`config.mk`:
```
export PLATFORM = sky130hd
export DESIGN_NAME = keyboard_matrix_hold_scan
export DESIGN_NICKNAME = d
export VERILOG_FILES = /design/src/design/kmhs_pkg.sv /design/src/design/keyboard_matrix_hold_scan.sv /design/src/design/kmhs_matrix.sv
export SDC_FILE = /design/constraint.sdc
export NUM_CORES = 1
export LEC_CHECK = 0
export BUFFER_PORTS_ARGS = -buffer_cell sky130_fd_sc_hd__buf_2
export CORE_MARGIN = 4
export CORE_UTILIZATION = 30
export DETAILED_ROUTE_END_ITERATION = 7
export GPL_TIMING_DRIVEN = 0
export HOLD_SLACK_MARGIN = 0.05
export PLACE_DENSITY_LB_ADDON = 0.2
export SYNTH_ARGS = -nofsm -noshare
export SYNTH_HDL_FRONTEND = slang
export SYNTH_SLANG_ARGS = --single-unit
```
`constraint.sdc`:
```
create_clock -name clock -period 3.9 [get_ports clock]
set_input_delay 0.975 -clock clock [delete_from_list [all_inputs] [get_ports clock]]
set_output_delay 0.975 -clock clock [all_outputs]
set_load 0.05 [all_outputs]
```
`src/design/kmhs_pkg.sv`:
```
// Shared types and constants for the keyboard matrix hold/scan block.
package kmhs_pkg;

   localparam int unsigned ROWS = 8;
   localparam int unsigned HOLD_WIDTH = 16;

   localparam logic [HOLD_WIDTH-1:0] HOLD_RESET = 16'd10000;
   localparam logic [7:0] PORT_IDLE     = 8'hff;
   localparam logic [7:0] MOD_FORCE     = 8'hf0;
   localparam logic [7:0] LOW_NIBBLE    = 8'h0f;
   localparam int unsigned MOD_CODE_BIT = 6;

   typedef struct packed {
      logic       key_valid;
      logic [6:0] key_code;
      logic [7:0] port_a_value;
      logic [7:0] port_c_value;
      logic       scan_request;
   } req_type;

   typedef struct packed {
      logic [7:0] port_b_read;
      logic [7:0] port_c_read;
      logic       key_accepted;
   } rsp_type;

endpackage

```
`src/design/keyboard_matrix_hold_scan.sv`:
```
// Top level: tick channel, result channel, hold time register.
//
// Each request transaction is one emulation tick: an optional key code,
// the CPU's port A and port C values and a scan flag. Each tick gives
// exactly one response transaction with the port B and port C read values
// and a flag that says whether the pending key was consumed.
// A request is captured in an input register, and the tick is processed
// once the response register is free, writing the matrix state and the
// response register together; rsp_valid is registered and is set then.
// Throughput is one tick per cycle while rsp_ready keeps up; the input
// register and the response register are separate stages, so a new
// request is taken while a response waits, and only a stalled response
// with a full input stage holds off req_ready. When rsp_ready stays low,
// the response and the captured request hold their values.
// csr_write_enable loads the hold time (ticks a key stays down) on the
// clock edge; write it only while no tick is in flight.
// Synchronous reset empties both stages, clears the matrix, sets the
// modifiers and both read values to 0xff and the hold time to 10000.
module keyboard_matrix_hold_scan
   import kmhs_pkg::*;
(
   input  logic                  clock,
   input  logic                  reset,
   input  logic                  req_valid,
   output logic                  req_ready,
   input  req_type               req_data,
   output logic                  rsp_valid,
   input  logic                  rsp_ready,
   output rsp_type               rsp_data,
   input  logic                  csr_write_enable,
   input  logic [HOLD_WIDTH-1:0] csr_write_data
);

   logic                  in_valid_ff;
   req_type               in_data_ff;
   logic                  rsp_valid_ff;
   rsp_type               rsp_data_ff;
   logic [HOLD_WIDTH-1:0] hold_ticks_ff;
   logic                  advance;
   rsp_type               tick_rsp;

   assign advance   = in_valid_ff && (!rsp_valid_ff || rsp_ready);
   assign req_ready = !in_valid_ff || advance;

   always_ff @(posedge clock) begin
      if (reset) begin
         in_valid_ff  <= 1'b0;
         rsp_valid_ff <= 1'b0;
      end else begin
         if (req_ready) begin
            in_valid_ff <= req_valid;
         end
         if (advance) begin
            rsp_valid_ff <= 1'b1;
         end else if (rsp_ready) begin
            rsp_valid_ff <= 1'b0;
         end
      end
   end

   always_ff @(posedge clock) begin
      if (req_ready && req_valid) begin
         in_data_ff <= req_data;
      end
      if (advance) begin
         rsp_data_ff <= tick_rsp;
      end
   end

   always_ff @(posedge clock) begin
      if (reset) begin
         hold_ticks_ff <= HOLD_RESET;
      end else if (csr_write_enable) begin
         hold_ticks_ff <= csr_write_data;
      end
   end

   kmhs_matrix u_matrix (
      .clock      (clock),
      .reset      (reset),
      .tick_en    (advance),
      .req        (in_data_ff),
      .hold_ticks (hold_ticks_ff),
      .rsp        (tick_rsp)
   );

   assign rsp_valid = rsp_valid_ff;
   assign rsp_data  = rsp_data_ff;

endmodule

```
`src/design/kmhs_matrix.sv`:
```
// Matrix state, hold counter and per-tick update with port B/C read values.
module kmhs_matrix
   import kmhs_pkg::*;
(
   input  logic                  clock,
   input  logic                  reset,
   input  logic                  tick_en,
   input  req_type               req,
   input  logic [HOLD_WIDTH-1:0] hold_ticks,
   output rsp_type               rsp
);

   logic [7:0]            row_bits_ff [ROWS];
   logic [7:0]            row_bits_in [ROWS];
   logic [7:0]            modifier_ff;
   logic [7:0]            modifier_in;
   logic [HOLD_WIDTH-1:0] hold_count_ff;
   logic [HOLD_WIDTH-1:0] hold_count_in;
   logic [7:0]            port_b_ff;
   logic [7:0]            port_b_in;
   logic [7:0]            port_c_ff;
   logic [7:0]            port_c_in;
   logic                  accepted;
   logic [2:0]            row_sel;
   logic [2:0]            col_sel;
   logic [7:0]            scan_acc;
   logic [7:0]            row_or_all;

   assign row_sel = req.key_code[5:3];
   assign col_sel = req.key_code[2:0];

   always_comb begin
      row_bits_in   = row_bits_ff;
      modifier_in   = modifier_ff;
      hold_count_in = hold_count_ff;
      port_b_in     = port_b_ff;
      port_c_in     = port_c_ff;
      accepted      = 1'b0;
      scan_acc      = '0;

      if (hold_count_ff != '0) begin
         hold_count_in = hold_count_ff - 1'b1;
         if (hold_count_in == '0) begin
            // key released: clear matrix, modifiers follow port C
            for (int i = 0; i < ROWS; i++) begin
               row_bits_in[i] = '0;
            end
            modifier_in = req.port_c_value | MOD_FORCE;
            port_b_in   = PORT_IDLE;
         end
         port_c_in = (req.port_c_value & LOW_NIBBLE) | modifier_in;
      end else if (req.key_valid) begin
         accepted = 1'b1;
         if (req.key_code[MOD_CODE_BIT]) begin
            modifier_in = {~req.key_code[3:0], 4'h0};
         end else begin
            row_bits_in[row_sel] = 8'b1 << col_sel;
         end
         hold_count_in = hold_ticks;
      end

      if (req.scan_request) begin
         for (int i = 0; i < ROWS; i++) begin
            if (!req.port_a_value[i]) begin
               scan_acc = scan_acc | row_bits_in[i];
            end
         end
         port_b_in = ~scan_acc;
      end
   end

   always_ff @(posedge clock) begin
      if (reset) begin
         for (int i = 0; i < ROWS; i++) begin
            row_bits_ff[i] <= '0;
         end
         modifier_ff   <= PORT_IDLE;
         hold_count_ff <= '0;
         port_b_ff     <= PORT_IDLE;
         port_c_ff     <= PORT_IDLE;
      end else if (tick_en) begin
         row_bits_ff   <= row_bits_in;
         modifier_ff   <= modifier_in;
         hold_count_ff <= hold_count_in;
         port_b_ff     <= port_b_in;
         port_c_ff     <= port_c_in;
      end
   end

   assign rsp.port_b_read  = port_b_in;
   assign rsp.port_c_read  = port_c_in;
   assign rsp.key_accepted = accepted;

   always_comb begin
      row_or_all = '0;
      for (int i = 0; i < ROWS; i++) begin
         row_or_all = row_or_all | row_bits_ff[i];
      end
   end

   // a key is never taken while the previous one is still held
   a_no_accept_while_held: assert property (@(posedge clock) disable iff (reset)
      (tick_en && hold_count_ff != '0) |-> !rsp.key_accepted)
      else $error("key accepted while hold counter running");

   // a taken matrix key leaves exactly one column bit in its row
   a_row_onehot: assert property (@(posedge clock) disable iff (reset)
      (tick_en && rsp.key_accepted && !req.key_code[MOD_CODE_BIT])
      |=> $onehot(row_bits_ff[$past(row_sel)]))
      else $error("accepted key did not write a single column bit");

   // counter expiry releases every row
   a_expiry_clears: assert property (@(posedge clock) disable iff (reset)
      (tick_en && hold_count_ff == HOLD_WIDTH'(1)) |=> (row_or_all == '0))
      else $error("matrix not cleared on hold expiry");

   // state only moves on a processed tick
   a_count_stable: assert property (@(posedge clock) disable iff (reset)
      !tick_en |=> $stable(hold_count_ff))
      else $error("hold counter changed without a tick");

endmodule

```
Word-level counts from Yosys, hierarchy flattened

Cells that the tools add are included.

Output and inout bits: 19
Register bits: 160
Input bits: 46

Bitwise logic cells: 11
Shift-type cells: 1
Multiplexer cells: 37
$add $sub $neg: 1
Reduce and logical (&&, ||, !) cells: 14
$lt $le $gt $ge: 2

Operator list:

| operator                | number |
|---|---|
| $mux W64                | 4 |
| $mux W8                 | 26 |
| $bwmux W64              | 1 |
| $or A8 B8 Y8            | 7 |
| $mux W16                | 2 |
| $demux W8 S3            | 1 |
| $logic_not A16 Y1       | 1 |
| $reduce_bool A16 Y1     | 1 |
| $sub A16 B1 Y16 const B | 1 |
| $not A8 Y8              | 1 |
| $or A4 B8 Y8            | 1 |
| $shl A1 B3 Y8 const A   | 1 |
| $reduce_bool A2 Y1      | 3 |
| $ge A4 B4 Y1 const B    | 1 |
| $lt A4 B1 Y1 const B    | 1 |
| $not A3 Y4              | 1 |
| $not A4 Y4              | 1 |
| $logic_and A1 B1 Y1     | 3 |
| $mux W1                 | 3 |
| $reduce_and A3 Y1       | 1 |
| $logic_not A1 Y1        | 2 |
| $logic_or A1 B1 Y1      | 2 |
| $reduce_and A2 Y1       | 1 |

Depth between registers and ports, before layout

Depth after elaboration: 34
Depth in mapped cells: 13

Cells and area by module

Synthesis repeated with hierarchy kept, for this count alone.

Cells, all modules: 830
Area total of the unflattened synthesis: 7973.9 sq um

Modules (own cells, without submodules):

| module                    | area each (sq um) | times used | cells an instance |
|---|---|---|---|
| kmhs_matrix               | 6033.3            | 1          | 726 |
| keyboard_matrix_hold_scan | 1940.6            | 1          | 104 |

Worst setup path after synthesis

OpenSTA, ideal clock, no wires.

Path type: register to register
Start point: register u_matrix.hold_count_ff[0]
End point: register rsp_data_ff, in the netlist rsp_data[1] (data pin)
Slack: 1135 ps
Required time: 3629 ps
Path buffers: 4
Stages on the path, launching flop included: 14
Data arrival time: 2495 ps
Period minus slack after synthesis: 2765 ps
Cell sequence: dfxtp_1 buf_2 inv_1 ha_1 buf_2 nor2b_1 o211a_1 a2111oi_1 and4_1 buf_4 nand2_2 buf_6 a21oi_1 a21oi_1

RTL lines:

| what                     | RTL line                        | RTL |
|---|---|---|
| start: declaration       | kmhs_matrix.sv:17               | `logic [HOLD_WIDTH-1:0] hold_count_ff;` |
| start signal: assignment | kmhs_matrix.sv:84               | `hold_count_ff <= hold_count_in;` |
| end signal: assignment   | keyboard_matrix_hold_scan.sv:66 | `rsp_data_ff <= tick_rsp;` |
| end: declaration         | keyboard_matrix_hold_scan.sv:37 | `rsp_type rsp_data_ff;` |

Worst setup path after layout

Start point: register u_matrix.hold_count_ff[2]
End point: register u_matrix.modifier_ff[2]

Longest elaborated chain between the ends: 5
Elaborated cells between the ends (all ways): 9

Ends and longest elaborated chain:

| what                   | RTL line          | RTL |
|---|---|---|
| $sub A16 B1 Y16        | kmhs_matrix.sv:42 | `hold_count_in = hold_count_ff - 1'b1;` |
| $logic_not A16 Y1      | kmhs_matrix.sv:43 | `if (hold_count_in == '0) begin` |
| $mux W8                | kmhs_matrix.sv:43 |  |
| $mux W8 (2 in series)  | kmhs_matrix.sv:41 | `if (hold_count_ff != '0) begin` |
| end signal: assignment | kmhs_matrix.sv:83 | `modifier_ff <= modifier_in;` |
| end: declaration       | kmhs_matrix.sv:15 | `logic [7:0] modifier_ff;` |

Parallel ways exist; a longest one is shown, timed or not. The select of a mux whose other input is x is not followed.
A chain may end at the register's enable or synchronous reset.

==> run summary <==
• **run status** finished clean
• **sequential cell area** 3583 µm²
• **most common cell after layout, fill and taps aside** a21oi_1
• **IR Drop Worst-Case VDD** 512.0 µV
• **H-tree lvl count** 4
• **depth of the worst hold-timing path** 1
• **transition time at the pin with the least slew margin** 1.195 ns
• **number of top-level design ports** 65
• **Layout Skew** 0.008567 ns
• **routed vias/inst** 5.689
• **Adder-Cell Fraction of Synth Area** 0.3060%
• **count of yosys warnings during synthesis** 0
• **class of the most critical hold timing path** flip-flop to flip-flop
• **Post-synth EDFFs** 38
• **Synth Area per Inst** 8.529 µm²
• **post-cts repair resize count** 0
• **Total Nets Final** 1085
• **area taken by multi-input logic gates** 4158 µm²
• **highest attainable clock frequency** 278.9 MHz
• **cell count after placement** 1358
• **vias after detailed routing** 7914
• **global placement routability congestion** 0.9706
• **CP cell instances** buf_2 > nor3_4 > buf_2 > a21oi_1 > o22a_1 > o22ai_1 > clkbuf_1 > nand4_1 > a21oi_1 > o21ai_0
• **pin count of the biggest net entering global routing** 27
• **remaining global-route overflow** 0
• **Pwr per Cell Area** 756.1 nW/µm²
• **proportion of synthesized area in mux cells** 5.048%
• **final period demand of the worst path** 3.585 ns
• **Simple-Gate Fraction of Synth Area** 19.75%
• **sequential-to-total area share from yosys stat** 43.81%
• **TritonCTS clock tree** built
• **fraction of layout instances using a drive strength above 1** 13.90%
• **post-synthesis instance area** 8179 µm²
• **share of the core filled with cells in the final layout** 35.43%
• **slowest library cell on the worst path** clkbuf_1
• **worst hold-check slack** 0.4611 ns
• **pre-CTS WS** 0.2309 ns
• **post-CTS repair timing setup buffer count** 0
• **required time at the endpoint of the critical path** 4.21 ns
• **hold-fix buffers at CTS** 0
• **wire length per cell** 21.79 µm
• **final standard cell count with taps included and fillers excluded** 1391
• **wire length reported by the detailed router** 30310 µm
• **synthesized-area fraction occupied by ao, oa, aoi and oai cells** 25.61%
• **Cell variety after synth** 71
• **wire length of the first global-routing pass** 46290 µm
• **Final Max Tran Viols** 0
• **synthesis-to-finish area growth** 16.43%
• **floorplan core area** 26880 µm²
• **Worst Slack Setup Final** 0.3147 ns
• **startpoint types** flip-flop
• **buffers added on ports** 58
• **fill cell total of the finished layout** 2820
• **initial core utilization** 30.43%
• **most used flip-flop cell after synthesis** dfxtp_1
• **endpoints failing setup** 0
• **cell count after synthesis** 959
• **design area** 9523 µm²
• **clock transition at the registers of the reported paths** 0.07 ns
• **# diodes** 0
• **aggregate negative setup slack** 0 ns
• **worst path arrival time** 3.90 ns
• **LEAKAGE** 3.240 nW
• **top library cells by usage in the layout, fill and taps aside** 137 x a21oi_1, 122 x dfxtp_1, 102 x o21ai_0
• **area after detailed placement** 8896 µm²
• **max cap viols** 0
• **remaining design rule violation count** 0
• **post-route total power** 7.200 mW
• **number of nets produced by synthesis** 1007
• **Skew-Pair Late Insertion Delay** 0.44 ns
• **Max clock buf depth** 2
• **Detailed Routing Iterations Pass 1** 5
• **root buffer selected by CTS** clkbuf_16
• **biggest fanout along the worst timing path** 10
• **via count of the first global-routing pass** 7452
• **dominant combinational cell family by area after synthesis** compound AO/OA/AOI/OAI gates
• **GRT Util Overall** 19.81%
• **RSZ-0062 raised after global routing** false
• **nature of the critical path endpoint** flip-flop
• **Detail Route Antenna Nets** 0
• **xor-xnor portion of the synthesized cell area** 0.1071%
• **total clock buffers created by CTS** 17
• **antenna violations before repair** 0
• **standard-cell row count** 60
• **DRC violation total after the first TritonRoute iteration** 855
• **half-perimeter wire length after placement** 22180 µm
• **register bit total from synthesis** 160
• **type of the setup path with the least slack** flip-flop to flip-flop
• **vertical extent of the die** 173.1 µm
• **Sink Count** 160
• **delay of the slowest cell on the worst path** 0.71 ns
• **DIE WIDTH** 173.1 µm
• **worst-case reg-to-reg path depth** 10
• **die outline area** 29970 µm²
• **number of hold-slack violations in the final timing report** 0
• **fraction of the cycle the final worst path needs** 91.93%
• **Slew headroom** 20.36%
• **asr flop ratio synth** 0%
power by group:
group	leakage, nW	internal, mW	switching (mW)
clock network	0.300	1.03	0.782
registers	1.32	1.86	0.133
logic	1.62	0.967	2.43
total	3.24	3.85	3.35
worst max-delay path, delay by kind of cell, from the launching register on:
kind | cells | cell delay, ns
AO/OA/AOI/OAI | 5 | 1.29
AND/OR/NAND/NOR | 2 | 0.70
buffers and inverters | 3 | 1.18
flip-flops | 1 | 0.29
sequential cells by signal, summed over array words and instances, names as in the netlist:
register,cells
in_data_ff,21
u_matrix.hold_count_ff,16
u_matrix.row_bits_ff,64
rsp_data,17
u_matrix.port_c_ff,8
in_valid_ff,1
u_matrix.modifier_ff,8
rsp_valid,1
u_matrix.port_b_ff,8
hold_ticks_ff,16
Yosys cell counts, types with 5 or more instances:
cell type	number	area share, %
o31ai_1	8	0.73
a21o_1	7	0.64
a22oi_1	6	0.55
nand2_1	76	3.5
edfxtp_1	38	14
and2_1	9	0.69
dfxtp_1	122	30
a21oi_1	137	8.4
nor3_1	12	0.73
o22a_1	6	0.64
o211ai_1	10	0.92
clkbuf_1	53	2.4
a31oi_1	10	0.76
mux2i_1	39	4.8
nor4_1	5	0.38
o22ai_1	15	1.1
nor2_1	62	2.8
inv_1	18	0.83
buf_4	7	0.64
nand3_1	62	3.8
buf_2	14	0.86
o21ai_0	102	6.2
nor4_2	5	0.76
buf_1	5	0.23
nor2b_1	6	0.46
a22o_1	9	0.96
o21ai_1	7	0.43
and3b_1	5	0.54
nand4_1	19	1.5
cells by family (layout without fill, tap and decap cells):
group	after synthesis	count (layout)
XOR/XNOR	1	1
buffers and inverters	101	192
flip-flops	160	160
AND/OR/NAND/NOR	300	300
adder cells (fa/ha/maj)	2	2
AO/OA/AOI/OAI	354	354
multiplexers	41	41
cell type report:
| type | instances | area share (%) |
|---|---|---|
| Multi-Input combinational cell | 698 | 43.66 |
| Sequential cell | 160 | 37.63 |
| Tap cell | 341 | 4.480 |
| Clock buffer | 17 | 4.467 |
| Buffer | 82 | 3.876 |
| Timing Repair Buffer | 59 | 3.101 |
| Clock inverter | 15 | 2.037 |
| Inverter | 19 | 0.7489 |
per-layer routing:
metal / wire, µm / share of wire (%) / vias to the layer above / GRT usage, %
met5: 0 / 0 / - / 0
met4: 791 / 2.6 / 0 / 6.252
met3: 2228 / 7.4 / 55 / 4.526
met2: 13110 / 43 / 315 / 30.04
met1: 14180 / 47 / 3830 / 28.04
li1: - / - / 3714 / -
path summary, 6_finish.rpt:
path              slack (ns)                      end                      start
setup / recovery        0.31  u_matrix.modifier_ff[2]  u_matrix.hold_count_ff[2]
hold / removal          0.46    u_matrix.port_c_ff[5]      u_matrix.port_c_ff[5]
setup reg to reg        0.31  u_matrix.modifier_ff[2]  u_matrix.hold_count_ff[2]
hold reg to reg         0.46    u_matrix.port_c_ff[5]      u_matrix.port_c_ff[5]
No activity file was read; power rests on OpenSTA's default activity.
